===== config.mk =====
export PLATFORM = sky130hd
export DESIGN_NAME = quantized_softmax_core
export DESIGN_NICKNAME = d
export VERILOG_FILES = /design/src/hdl/qsm_pkg.sv /design/src/hdl/qsm_front.sv /design/src/hdl/qsm_queue.sv /design/src/hdl/qsm_back.sv /design/src/hdl/quantized_softmax_core.sv
export SDC_FILE = /design/constraint.sdc
export NUM_CORES = 2
export LEC_CHECK = 0
export BUFFER_PORTS_ARGS = -buffer_cell sky130_fd_sc_hd__buf_2
export CAP_MARGIN = 10
export CORE_MARGIN = 4
export CORE_UTILIZATION = 35
export DETAILED_ROUTE_END_ITERATION = 10
export PLACE_DENSITY = 0.59
export SYNTH_ARGS = -nofsm -noshare
export SYNTH_HDL_FRONTEND = slang
export SYNTH_SLANG_ARGS = --single-unit

===== constraint.sdc =====
create_clock -name clk -period 13.7 [get_ports clk]
set_clock_uncertainty 0.2 [all_clocks]
set_input_delay 2.74 -clock clk [delete_from_list [all_inputs] [get_ports clk]]
set_output_delay 2.74 -clock clk [all_outputs]
set_load 0.03 [all_outputs]

===== src/hdl/qsm_pkg.sv =====
// qsm_pkg: shared types, sizes and the exponential table of the quantised softmax core
// no dependencies; imported by every module of the block
package qsm_pkg;

  // vector and field sizes
  localparam int CLASS_COUNT = 8;
  localparam int IDX_W       = (CLASS_COUNT > 1) ? $clog2(CLASS_COUNT) : 1;
  localparam int CNT_W       = $clog2(CLASS_COUNT + 2);
  localparam int SCORE_W     = 8;
  localparam int EXPO_W      = 5;
  localparam int CLASS_W     = 3;
  localparam int CONF_W      = 16;
  localparam int E_W         = 17;
  localparam int SUM_W       = 20;
  localparam int XQ_W        = 20;
  localparam int ACC_W       = 32;
  localparam int PROD_W      = 2 * ACC_W;
  localparam int K_W         = 5;
  localparam int DIV_STEPS   = 16;
  localparam int QUEUE_DEPTH = 2;

  // exponent register reset: -7
  localparam logic signed [EXPO_W-1:0] EXPO_RESET = -5'sd7;

  // one closed vector handed from front to back
  typedef struct packed {
    logic                                     err;
    logic signed [SCORE_W-1:0]                max;
    logic [CLASS_COUNT-1:0][SCORE_W-1:0]      scores;
  } job_t;

  // queue status seen by both sides
  typedef struct packed {
    logic full;
    logic empty;
  } q_status_t;

  // back end sequencer
  typedef enum logic [3:0] {
    ST_IDLE,
    ST_ERR,
    ST_XQ,
    ST_BIT,
    ST_ACC,
    ST_ADD,
    ST_DIVSET,
    ST_DIV,
    ST_EMIT
  } back_state_t;

  // round(exp(-2^(k-16)) * 2^32) for bit k of the Q16 argument
  function automatic logic [ACC_W-1:0] exp_lut(input logic [K_W-1:0] k);
    logic [ACC_W-1:0] v;
    unique case (k)
      5'd0:    v = 32'd4294901760;
      5'd1:    v = 32'd4294836226;
      5'd2:    v = 32'd4294705160;
      5'd3:    v = 32'd4294443040;
      5'd4:    v = 32'd4293918848;
      5'd5:    v = 32'd4292870656;
      5'd6:    v = 32'd4290775039;
      5'd7:    v = 32'd4286586875;
      5'd8:    v = 32'd4278222805;
      5'd9:    v = 32'd4261543595;
      5'd10:   v = 32'd4228380000;
      5'd11:   v = 32'd4162825044;
      5'd12:   v = 32'd4034748382;
      5'd13:   v = 32'd3790295335;
      5'd14:   v = 32'd3344923893;
      5'd15:   v = 32'd2605029347;
      5'd16:   v = 32'd1580030169;
      5'd17:   v = 32'd581260615;
      5'd18:   v = 32'd78665070;
      5'd19:   v = 32'd1440801;
      default: v = '0;
    endcase
    return v;
  endfunction

endpackage


===== src/hdl/qsm_front.sv =====
// qsm_front: takes scores, keeps the score store, count and running maximum
// depends on qsm_pkg; pushes one job word per closed vector into qsm_queue
module qsm_front
  import qsm_pkg::*;
(
  input  logic                      clk,
  input  logic                      rst_n,
  input  logic                      accept,
  input  logic signed [SCORE_W-1:0] in_score,
  input  logic                      in_last,
  output logic                      push,
  output job_t                      push_job
);

  logic [CLASS_COUNT-1:0][SCORE_W-1:0] store_r, store_nxt;
  logic [CNT_W-1:0]                    count_r, count_nxt, count_inc;
  logic signed [SCORE_W-1:0]           max_r, max_nxt, max_upd;
  logic                                room;

  // merge the new score into store and maximum
  always_comb begin
    room      = (count_r < CNT_W'(CLASS_COUNT));
    store_nxt = store_r;
    max_upd   = max_r;
    count_inc = count_r;
    if (room) begin
      store_nxt[count_r[IDX_W-1:0]] = in_score;
      if (in_score > max_r) begin
        max_upd = in_score;
      end
    end
    if (count_r <= CNT_W'(CLASS_COUNT)) begin
      count_inc = count_r + CNT_W'(1);
    end
  end

  // job word and run clearing on the closing score, run update on every other score
  always_comb begin
    push            = accept && in_last;
    push_job.err    = (count_inc != CNT_W'(CLASS_COUNT));
    push_job.max    = max_upd;
    push_job.scores = store_nxt;
    count_nxt       = count_r;
    max_nxt         = max_r;
    if (accept) begin
      if (in_last) begin
        count_nxt = '0;
        max_nxt   = {1'b1, {(SCORE_W-1){1'b0}}};
      end else begin
        count_nxt = count_inc;
        max_nxt   = max_upd;
      end
    end
  end

  always_ff @(posedge clk) begin
    if (!rst_n) begin
      count_r <= '0;
      max_r   <= {1'b1, {(SCORE_W-1){1'b0}}};
    end else begin
      count_r <= count_nxt;
      max_r   <= max_nxt;
    end
  end

  // score store, no reset
  always_ff @(posedge clk) begin
    if (accept) begin
      store_r <= store_nxt;
    end
  end

endmodule


===== src/hdl/qsm_queue.sv =====
// qsm_queue: short job queue between front and back
// depends on qsm_pkg for job_t, q_status_t and QUEUE_DEPTH
module qsm_queue
  import qsm_pkg::*;
(
  input  logic      clk,
  input  logic      rst_n,
  input  logic      push,
  input  job_t      push_job,
  input  logic      pop,
  output job_t      head,
  output q_status_t status
);

  localparam int PTR_W = (QUEUE_DEPTH > 1) ? $clog2(QUEUE_DEPTH) : 1;
  localparam int QCNT_W = $clog2(QUEUE_DEPTH + 1);

  job_t              slot_r [QUEUE_DEPTH];
  logic [PTR_W-1:0]  wr_ptr_r, wr_ptr_nxt, rd_ptr_r, rd_ptr_nxt;
  logic [QCNT_W-1:0] fill_r, fill_nxt;
  logic              do_push, do_pop;

  // occupancy and pointers
  always_comb begin
    status.full  = (fill_r == QCNT_W'(QUEUE_DEPTH));
    status.empty = (fill_r == '0);
    do_push      = push && !status.full;
    do_pop       = pop && !status.empty;
    head         = slot_r[rd_ptr_r];
    wr_ptr_nxt   = wr_ptr_r;
    rd_ptr_nxt   = rd_ptr_r;
    fill_nxt     = fill_r;
    if (do_push) begin
      wr_ptr_nxt = (wr_ptr_r == PTR_W'(QUEUE_DEPTH - 1)) ? '0 : wr_ptr_r + PTR_W'(1);
    end
    if (do_pop) begin
      rd_ptr_nxt = (rd_ptr_r == PTR_W'(QUEUE_DEPTH - 1)) ? '0 : rd_ptr_r + PTR_W'(1);
    end
    if (do_push && !do_pop) begin
      fill_nxt = fill_r + QCNT_W'(1);
    end else if (do_pop && !do_push) begin
      fill_nxt = fill_r - QCNT_W'(1);
    end
  end

  always_ff @(posedge clk) begin
    if (!rst_n) begin
      wr_ptr_r <= '0;
      rd_ptr_r <= '0;
      fill_r   <= '0;
    end else begin
      wr_ptr_r <= wr_ptr_nxt;
      rd_ptr_r <= rd_ptr_nxt;
      fill_r   <= fill_nxt;
    end
  end

  // job slots, no reset
  always_ff @(posedge clk) begin
    if (do_push) begin
      slot_r[wr_ptr_r] <= push_job;
    end
  end

endmodule


===== src/hdl/qsm_back.sv =====
// qsm_back: exponentials, saturating sum, bit-serial division and result words
// depends on qsm_pkg; takes jobs from qsm_queue, owns the exponent register
module qsm_back
  import qsm_pkg::*;
(
  input  logic                      clk,
  input  logic                      rst_n,
  input  logic                      cfg_wr_en,
  input  logic signed [EXPO_W-1:0]  cfg_wr_data,
  input  q_status_t                 q_status,
  input  job_t                      head,
  output logic                      pop,
  output logic                      out_valid,
  output logic [CLASS_W-1:0]        out_class_index,
  output logic [CONF_W-1:0]         out_confidence,
  output logic                      out_status,
  output logic                      out_last_result
);

  back_state_t              state_r, state_nxt;
  job_t                     job_r, job_nxt;
  logic signed [EXPO_W-1:0] expo_r;
  logic [IDX_W-1:0]         idx_r, idx_nxt;
  logic [K_W-1:0]           k_r, k_nxt;
  logic [XQ_W-1:0]          xq_r, xq_nxt;
  logic                     over_r, over_nxt;
  logic                     one_r, one_nxt;
  logic [ACC_W-1:0]         acc_r, acc_nxt;
  logic [PROD_W-1:0]        prod_r, prod_nxt;
  logic [SUM_W-1:0]         sum_r, sum_nxt;
  logic [E_W-1:0]           exp_r [CLASS_COUNT];
  logic [SUM_W-1:0]         rem_r, rem_nxt;
  logic [CONF_W-1:0]        nlow_r, nlow_nxt;
  logic [CONF_W-1:0]        q_r, q_nxt;
  logic                     out_valid_nxt, out_status_nxt, out_last_nxt;
  logic [CLASS_W-1:0]       out_class_nxt;
  logic [CONF_W-1:0]        out_conf_nxt;

  // datapath helpers
  logic                     last_class, last_bit, last_step;
  logic [SCORE_W:0]         diff_w;
  logic [XQ_W+SCORE_W+ACC_W-1:0] wide;
  logic [EXPO_W-1:0]        shift;
  logic [ACC_W-1:0]         lut_val;
  logic [PROD_W:0]          rnd;
  logic [E_W-1:0]           e_new, e_sel;
  logic [SUM_W:0]           sum_add;
  logic [E_W+CONF_W-1:0]    numer;
  logic [SUM_W:0]           trial;
  logic                     qbit;

  assign last_class = (idx_r == IDX_W'(CLASS_COUNT - 1));
  assign last_bit   = (k_r == K_W'(XQ_W - 1));
  assign last_step  = (k_r == K_W'(DIV_STEPS - 1));

  // next state
  always_comb begin
    state_nxt = state_r;
    unique case (state_r)
      ST_IDLE: begin
        if (!q_status.empty) begin
          state_nxt = head.err ? ST_ERR : ST_XQ;
        end
      end
      ST_ERR:    state_nxt = ST_IDLE;
      ST_XQ:     state_nxt = ST_BIT;
      ST_BIT: begin
        if (over_r) begin
          state_nxt = ST_ADD;
        end else if (xq_r[k_r] && !one_r) begin
          state_nxt = ST_ACC;
        end else if (last_bit) begin
          state_nxt = ST_ADD;
        end
      end
      ST_ACC:    state_nxt = last_bit ? ST_ADD : ST_BIT;
      ST_ADD:    state_nxt = last_class ? ST_DIVSET : ST_XQ;
      ST_DIVSET: state_nxt = ST_DIV;
      ST_DIV:    state_nxt = last_step ? ST_EMIT : ST_DIV;
      ST_EMIT:   state_nxt = last_class ? ST_IDLE : ST_DIVSET;
      default:   state_nxt = ST_IDLE;
    endcase
  end

  // datapath and outputs
  always_comb begin
    job_nxt        = job_r;
    idx_nxt        = idx_r;
    k_nxt          = k_r;
    xq_nxt         = xq_r;
    over_nxt       = over_r;
    one_nxt        = one_r;
    acc_nxt        = acc_r;
    prod_nxt       = prod_r;
    sum_nxt        = sum_r;
    rem_nxt        = rem_r;
    nlow_nxt       = nlow_r;
    q_nxt          = q_r;
    out_valid_nxt  = 1'b0;
    out_class_nxt  = '0;
    out_conf_nxt   = '0;
    out_status_nxt = 1'b0;
    out_last_nxt   = 1'b0;
    pop            = 1'b0;

    // argument of the exponential in Q16
    diff_w  = {job_r.max[SCORE_W-1], job_r.max} - {job_r.scores[idx_r][SCORE_W-1],
                                                   job_r.scores[idx_r]};
    shift   = {~expo_r[EXPO_W-1], expo_r[EXPO_W-2:0]};
    wide    = (XQ_W+SCORE_W+ACC_W)'(diff_w[SCORE_W-1:0]) << shift;
    lut_val = exp_lut(k_r);
    rnd     = (PROD_W+1)'(prod_r) + (PROD_W+1)'(64'h8000_0000);
    e_new   = over_r ? '0 : (one_r ? E_W'(17'h10000) : E_W'(acc_r[ACC_W-1:ACC_W-CONF_W]));
    sum_add = (SUM_W+1)'(sum_r) + (SUM_W+1)'(e_new);
    e_sel   = exp_r[idx_r];
    numer   = {e_sel, {CONF_W{1'b0}}} - (E_W+CONF_W)'(e_sel);
    trial   = {rem_r, nlow_r[CONF_W-1]};
    qbit    = (trial >= (SUM_W+1)'(sum_r));

    unique case (state_r)
      ST_IDLE: begin
        if (!q_status.empty) begin
          pop     = 1'b1;
          job_nxt = head;
          idx_nxt = '0;
          sum_nxt = '0;
        end
      end
      ST_ERR: begin
        out_valid_nxt  = 1'b1;
        out_status_nxt = 1'b1;
        out_last_nxt   = 1'b1;
      end
      ST_XQ: begin
        xq_nxt   = wide[XQ_W-1:0];
        over_nxt = |wide[XQ_W+SCORE_W+ACC_W-1:XQ_W];
        one_nxt  = 1'b1;
        k_nxt    = '0;
      end
      ST_BIT: begin
        if (!over_r) begin
          if (xq_r[k_r] && one_r) begin
            // first factor: 1.0 times the table entry is the entry itself
            acc_nxt = lut_val;
            one_nxt = 1'b0;
            k_nxt   = k_r + K_W'(1);
          end else if (xq_r[k_r]) begin
            prod_nxt = PROD_W'(acc_r) * PROD_W'(lut_val);
          end else begin
            k_nxt = k_r + K_W'(1);
          end
        end
      end
      ST_ACC: begin
        acc_nxt = rnd[PROD_W-1:ACC_W];
        k_nxt   = k_r + K_W'(1);
      end
      ST_ADD: begin
        sum_nxt = sum_add[SUM_W] ? {SUM_W{1'b1}} : sum_add[SUM_W-1:0];
        idx_nxt = last_class ? '0 : idx_r + IDX_W'(1);
      end
      ST_DIVSET: begin
        rem_nxt  = SUM_W'(numer[E_W+CONF_W-1:CONF_W]);
        nlow_nxt = numer[CONF_W-1:0];
        q_nxt    = '0;
        k_nxt    = '0;
      end
      ST_DIV: begin
        rem_nxt  = qbit ? SUM_W'(trial - (SUM_W+1)'(sum_r)) : trial[SUM_W-1:0];
        q_nxt    = {q_r[CONF_W-2:0], qbit};
        nlow_nxt = {nlow_r[CONF_W-2:0], 1'b0};
        k_nxt    = k_r + K_W'(1);
      end
      ST_EMIT: begin
        out_valid_nxt = 1'b1;
        out_class_nxt = CLASS_W'(idx_r);
        out_conf_nxt  = q_r;
        out_last_nxt  = last_class;
        idx_nxt       = last_class ? '0 : idx_r + IDX_W'(1);
      end
      default: ;
    endcase
  end

  // control registers
  always_ff @(posedge clk) begin
    if (!rst_n) begin
      state_r   <= ST_IDLE;
      out_valid <= 1'b0;
      expo_r    <= EXPO_RESET;
    end else begin
      state_r   <= state_nxt;
      out_valid <= out_valid_nxt;
      if (cfg_wr_en) begin
        expo_r <= cfg_wr_data;
      end
    end
  end

  // payload registers
  always_ff @(posedge clk) begin
    job_r           <= job_nxt;
    idx_r           <= idx_nxt;
    k_r             <= k_nxt;
    xq_r            <= xq_nxt;
    over_r          <= over_nxt;
    one_r           <= one_nxt;
    acc_r           <= acc_nxt;
    prod_r          <= prod_nxt;
    sum_r           <= sum_nxt;
    rem_r           <= rem_nxt;
    nlow_r          <= nlow_nxt;
    q_r             <= q_nxt;
    out_class_index <= out_class_nxt;
    out_confidence  <= out_conf_nxt;
    out_status      <= out_status_nxt;
    out_last_result <= out_last_nxt;
    if (state_r == ST_ADD) begin
      exp_r[idx_r] <= e_new;
    end
  end

endmodule


===== src/hdl/quantized_softmax_core.sv =====
// quantized_softmax_core: top level of the quantised softmax block
// depends on qsm_pkg, qsm_front, qsm_queue and qsm_back
//
// Scores enter one word per cycle while busy is low (start high takes the word);
// in_last closes a vector. A closed vector of exactly CLASS_COUNT scores gives
// CLASS_COUNT result words in class order, each shown for one cycle on out_valid;
// any other length gives one word with out_status set. Results cannot be held off.
// The front keeps taking scores while fewer than QUEUE_DEPTH closed vectors wait; busy
// rises only when that queue is full. Per vector the back first takes the job, then for
// each class forms the argument and steps through its bits, multiplying in the table
// entry for every set bit after the first, or goes straight to the sum when the argument
// is out of range; then for each class it runs the bit-serial division and emits the
// result word, using the shared 32x32 multiplier and the one-bit-per-cycle divider.
// An error vector skips all of this and gives its error word.
module quantized_softmax_core
  import qsm_pkg::*;
(
  input  logic                      clk,
  input  logic                      rst_n,
  input  logic                      start,
  output logic                      busy,
  input  logic signed [SCORE_W-1:0] in_score,
  input  logic                      in_last,
  input  logic                      cfg_wr_en,
  input  logic signed [EXPO_W-1:0]  cfg_wr_data,
  output logic                      out_valid,
  output logic [CLASS_W-1:0]        out_class_index,
  output logic [CONF_W-1:0]         out_confidence,
  output logic                      out_status,
  output logic                      out_last_result
);

  q_status_t q_status;
  job_t      push_job, head;
  logic      push, pop, accept;

  // front takes a word when start is high and the queue has room
  assign busy   = q_status.full;
  assign accept = start && !busy;

  qsm_front u_front (
    .clk      (clk),
    .rst_n    (rst_n),
    .accept   (accept),
    .in_score (in_score),
    .in_last  (in_last),
    .push     (push),
    .push_job (push_job)
  );

  qsm_queue u_queue (
    .clk      (clk),
    .rst_n    (rst_n),
    .push     (push),
    .push_job (push_job),
    .pop      (pop),
    .head     (head),
    .status   (q_status)
  );

  qsm_back u_back (
    .clk             (clk),
    .rst_n           (rst_n),
    .cfg_wr_en       (cfg_wr_en),
    .cfg_wr_data     (cfg_wr_data),
    .q_status        (q_status),
    .head            (head),
    .pop             (pop),
    .out_valid       (out_valid),
    .out_class_index (out_class_index),
    .out_confidence  (out_confidence),
    .out_status      (out_status),
    .out_last_result (out_last_result)
  );

endmodule


=== Word level (Yosys, flattened, before mapping) ===
Memories as Yosys holds them, arrays and structs flattened. A register that Yosys moved wholly into a read port is not among the register bits.
Cells that the tools add are included.

* Output and inout bits: 23
* Memory bits (writable): 282
* Bits in read-only memories: 1024
* Register bits after elaboration: 381
* Memories: 3

* Multiplexer cells: 62
* Reductions and logical operators: 36
* Eq/ne operators: 18
* $add $sub $neg: 12
* Shift operators: 1
* Bitwise logic cells: 4
* $mul: 1
* Order comparisons: 8

{| class="wikitable"
|+ Memory list
! memory !! words !! width !! rd ports !! clocked after memory_dff !! wr ports !! line !! source
|-
| (no name shown) || 32 || 32 || 1 || 1 || 0 || qsm_pkg.sv:54 || <nowiki>unique case (k)</nowiki>
|-
| u_queue.slot_r || 2 || 73 || 1 || 1 || 1 || qsm_queue.sv:18 || <nowiki>job_t slot_r [QUEUE_DEPTH];</nowiki>
|-
| u_back.exp_r || 8 || 17 || 1 || 1 || 1 || qsm_back.sv:31 || <nowiki>logic [E_W-1:0] exp_r [CLASS_COUNT];</nowiki>
|}

{| class="wikitable"
|+ Operators with widths
! cell !! number
|-
| $pmux W20 S2 || 2
|-
| $add A64 B32 Y64 const B || 1
|-
| $bwmux W64 || 1
|-
| $mul A32 B32 Y64 || 1
|-
| $mux W32 || 2
|-
| $mux W64 || 1
|-
| $pmux W16 S2 || 2
|-
| $pmux W32 S2 || 1
|-
| $mux W20 || 3
|-
| $shl A8 B5 Y60 || 1
|-
| $mux W8 || 5
|-
| $reduce_or A40 Y1 || 1
|-
| $mux W17 || 2
|-
| $sub A33 B17 Y33 || 1
|-
| $pmux W4 S8 || 1
|-
| $mux W4 || 7
|-
| $bmux W8 S3 || 1
|-
| $demux W8 S3 || 1
|-
| $add A20 B17 Y21 || 1
|-
| $ge A21 B20 Y1 || 1
|-
| $mux W5 || 4
|-
| $sub A20 B20 Y20 || 1
|-
| $mux W3 || 6
|-
| $eq A4 B3 Y1 const B || 4
|-
| 42 further kinds || 91
|}

=== Depth between registers and ports, before layout ===
* Word-level depth: 9
* Gate-level depth with buffers: 29

=== By module ===
Synthesis repeated with hierarchy kept, for this count alone.

* Cells, all modules: 5821
* Area, all modules: 63081.8 um2

{| class="wikitable"
|+ By module, submodules not included
! module !! area each (um2) !! sequential area each (um2) !! cells each !! times used
|-
| qsm_back || 53762.8 || 12582.1 || 5298 || 1
|-
| qsm_queue || 5524.0 || 4484.3 || 252 || 1
|-
| qsm_front || 3781.1 || 2162.1 || 270 || 1
|-
| quantized_softmax_core || 13.8 || 0.0 || 1 || 1
|}

=== Worst setup path after synthesis ===
OpenSTA, ideal clock, no wires.

* Path type: input to register
* From: input port start
* To: memory u_queue.slot_r[0][0] (netlist bit) (enable)
* Arrival time: 7.699 ns
* Library setup time: 0.506 ns
* Required time: 12.994 ns
* Path slack: 5.295 ns
* Stages on the path: 4
* Cells stage by stage: nand2_1 -> inv_1 -> nand2_1 -> nor2_1

* Word-level cells in the longest chain between the ends: 5

{| class="wikitable"
|+ Ends and longest elaborated chain
! item !! line !! source
|-
| from (decl) || quantized_softmax_core.sv:20 || <nowiki>input logic start,</nowiki>
|-
| $logic_and A1 B1 Y1 || quantized_softmax_core.sv:39 || <nowiki>assign accept = start && !busy;</nowiki>
|-
| net accept || quantized_softmax_core.sv:35 || <nowiki>logic push, pop, accept;</nowiki>
|-
| $logic_and A1 B1 Y1 || qsm_front.sv:39 || <nowiki>push = accept && in_last;</nowiki>
|-
| $logic_and A1 B1 Y1 || qsm_queue.sv:27 || <nowiki>do_push = push && !status.full;</nowiki>
|-
| $mux W1 || qsm_queue.sv:60 || <nowiki>if (do_push) begin</nowiki>
|-
| $mux W1 (not written as such) || qsm_queue.sv:61 || <nowiki>slot_r[wr_ptr_r] <= push_job;</nowiki>
|-
| to (decl) || qsm_queue.sv:18 ||
|}

The timed path passes the listed nets, and every way through them passes these cells.

=== Final worst setup path ===
* From: register u_back.acc_r[8]
* To: register u_back.prod_r[49], data pin

* Word-level cells in the longest chain between the ends: 1

{| class="wikitable"
|+ Ends and longest elaborated chain
! item !! line !! source
|-
| from (decl) || qsm_back.sv:28 || <nowiki>logic [ACC_W-1:0] acc_r, acc_nxt;</nowiki>
|-
| from (signal assigned) || qsm_back.sv:208 || <nowiki>acc_r <= acc_nxt;</nowiki>
|-
| $mul A32 B32 Y64 || qsm_back.sv:148 || <nowiki>prod_nxt = PROD_W'(acc_r) * PROD_W'(lut_val);</nowiki>
|-
| to (signal assigned) || qsm_back.sv:209 || <nowiki>prod_r <= prod_nxt;</nowiki>
|-
| to (decl) || qsm_back.sv:29 || <nowiki>logic [PROD_W-1:0] prod_r, prod_nxt;</nowiki>
|}

No other way between the ends.
A chain may end at the register's enable or synchronous reset.

==> flow_summary.yaml <==
run_status:
  status: "finished clean"
floorplanning:
  io_pins: 41
  die_area_um2: 185000
  start_util_pct: 35.3
  num_rows: 154
  die_height_um: 430
  core_area_um2: 177000
  chipWidth_um: 430
route:
  num_vias: 40700
  postRouteAntennaNets: 0
  wl_mm: 163
  drtPass1Iterations: 6
  vias_per_cell: 5.06
  wl_per_cell_um: 20.2
  drc: 0
  dr.first_iter.drc_count: 3152
worst_setup_path:
  max_stage_delay_ps: 1000
  cp.required_ps: 13850
  path_class: "flop to flop"
  path_max_fanout: 18
  crit_path_end_kind: "flop"
  crit_arrival_ps: 9180
  crit_slowest_cell: "edfxtp_1"
  cp_common_cell: "fa_1"
  crit_path_start_kind: "flop"
timing:
  slew_violations: 0
  rsz0062_at_grt: "false"
  fmax_mhz: 111
  finalSetupViolations: 0
  report.final.hold_viol_count: 0
  worst_slew_pin_slew_ps: 1140
  relSlewSlack_pct: 23.7
  tns_ps: 0
  fin_crit_ps: 9030
  timing.final.crit_share_pct: 65.9
layout:
  stdcell_area_um2: 67700
  final_nets: 6902
  antenna_cells: 0
  postLayoutCoreUtil_pct: 38.3
  layout_common_cells: "942 x inv_1, 898 x fa_1, 636 x and2_1"
  syn2layout_area_growth_pct: 8.58
  instances_no_fill: 8051
  drive_gt1_share_pct: 8.83
  layout_commonest_cell: "inv_1"
  fillers: 17200
clock_tree:
  hold_buffers: 0
  root_buffer: "clkbuf_16"
  cts_sinks: 668
  cts_buffer_depth: 3
  cts_buffers: 76
  cts_tree: "built"
  post-cts-setup-buffer-count: 0
  htreeDepth: 3
  cts-resized-gates: 0
  path_clk_slew_ps: 60
  clk_latency_ps: 660
yosys:
  yosysTopAreaCell: "fa_1"
  ys.flop_type: "edfxtp_1"
  synth_top_area_share_pct: 28.8
  synthCells: 5718
  synth_edf_count: 585
  syn-num-nets: 6972
  syn_avg_cell_area_um2: 10.9
  synthTopCellsByArea: "fa_1 29%, edfxtp_1 28%, ha_1 6.8%"
  yosys_register_bits: 668
  netlist_area_um2: 62400
  yosysUniqueCellTypes: 94
  seq_area_frac_synth_pct: 30.8
  yosys_warnings: 0
  synthArstFlopShare_pct: 0
global_route:
  first_global_vias: 43600
  grt_max_degree: 73
  grt_usage_pct: 17.8
  grt_pass1_wl_mm: 257
  antenna_found_initial: 3
  gr-total-overflow: 0
job:
  maxCapViolations: 0
place:
  dp.cells: 7910
  placed_cell_area_um2: 65200
  hpwl_mm: 116
  port_buffers: 40
  gp_congestion: 0.882
worst_hold_path:
  hold_path.class: "flop to flop"
registers in the layout (all words and copies together) (netlist names), 2 cells and up, named ones only:
register	flops
u_back.xq_r	20
u_back.idx_r	3
u_back.nlow_r	16
u_front.max_r	8
u_back.out_confidence	16
u_back.k_r	5
u_queue.slot_r	146
u_back.exp_r	136
u_back.acc_r	32
u_back.state_r	4
u_back.expo_r	5
u_back.lut_val	32
u_front.count_r	4
u_back.q_r	16
u_queue.fill_r	2
u_front.store_r	64
u_back.sum_r	20
u_back.prod_r	33
u_back.rem_r	20
u_back.job_r	72
u_back.out_class_index	3
final cells by class:
type | instances | area [um2] | area share (%)
clock buffer | 96 | 2020 | 2.98
inverter | 949 | 3560 | 5.26
tap | 2340 | 2930 | 4.32
timing repair buffer | 144 | 981 | 1.45
multi-input combinational | 3809 | 38500 | 56.9
sequential | 668 | 19200 | 28.4
clock inverter | 45 | 480 | 0.710
routing by layer:
metal / vias up / global-route usage, % / share of wire (%)
li1: 18100 / - / -
met1: 21100 / 23.4 / 42
met2: 1185 / 30.8 / 50
met3: 258 / 2.28 / 5.1
met4: 0 / 4.83 / 2.9
met5: - / 0 / 0
final timing paths:
check / from / endpoint / slack [ps] / cells after the start
max: u_back.acc_r[8] / u_back.prod_r[49] / 4670 / 28
min: u_front.max_r[4] / u_front.max_r[4] / 280 / 2
min reg2reg: u_front.max_r[4] / u_front.max_r[4] / 280 / 2
max reg2reg: u_back.acc_r[8] / u_back.prod_r[49] / 4670 / 28
stage by stage:
stage | hold slack (ps) | setup WS (ps)
finish | 283 | 4670
global route | 311 | 4360
CTS | 285 | 4810
detailed placement | 277 | 4880
global placement | 263 | 4980
floorplan | 251 | 5290
worst max-delay path, delay by kind of cell (launching register included):
| family | cells | cell delay (ps) |
|---|---|---|
| AO/OA/AOI/OAI | 9 | 2250 |
| flip-flops | 1 | 1000 |
| buffers and inverters | 8 | 840 |
| AND/OR/NAND/NOR | 1 | 140 |
| XOR/XNOR | 1 | 150 |
| adder cells (fa/ha/maj) | 9 | 4160 |
Yosys cell counts (5+ instances only):
master,n
a211oi_1,21
a21boi_0,13
a21o_1,49
a21oi_1,174
a22oi_1,7
a31oi_1,17
and2_1,637
and3_1,38
buf_1,7
buf_2,15
clkbuf_1,263
dfxtp_1,83
edfxtp_1,585
fa_1,898
ha_1,338
inv_1,944
mux2_2,150
mux2i_1,46
mux4_2,45
nand2_1,584
nand2b_1,17
nand3_1,52
nand4_1,24
nor2_1,185
nor2b_1,29
nor3_1,50
nor3b_1,6
nor4_1,8
nor4b_1,5
o2111ai_1,7
o211ai_1,9
o21a_1,24
o21ai_0,97
o21ai_1,8
o21bai_1,11
o22ai_1,19
o31a_1,9
o31ai_1,6
or3_1,12
xnor2_1,75
xor2_1,55
cell families after synthesis:
| group | share of synthesized area (%) |
|---|---|
| AO/OA/AOI/OAI | 5.28 |
| AND/OR/NAND/NOR | 13.7 |
| buffers and inverters | 7.56 |
| flip-flops | 30.8 |
| XOR/XNOR | 1.85 |
| multiplexers | 5.18 |
| adder cells (fa/ha/maj) | 35.6 |
Power is left out: the tool's default activity adds up to more than one toggle a clock period on the data nets, which glitch-free logic cannot reach.
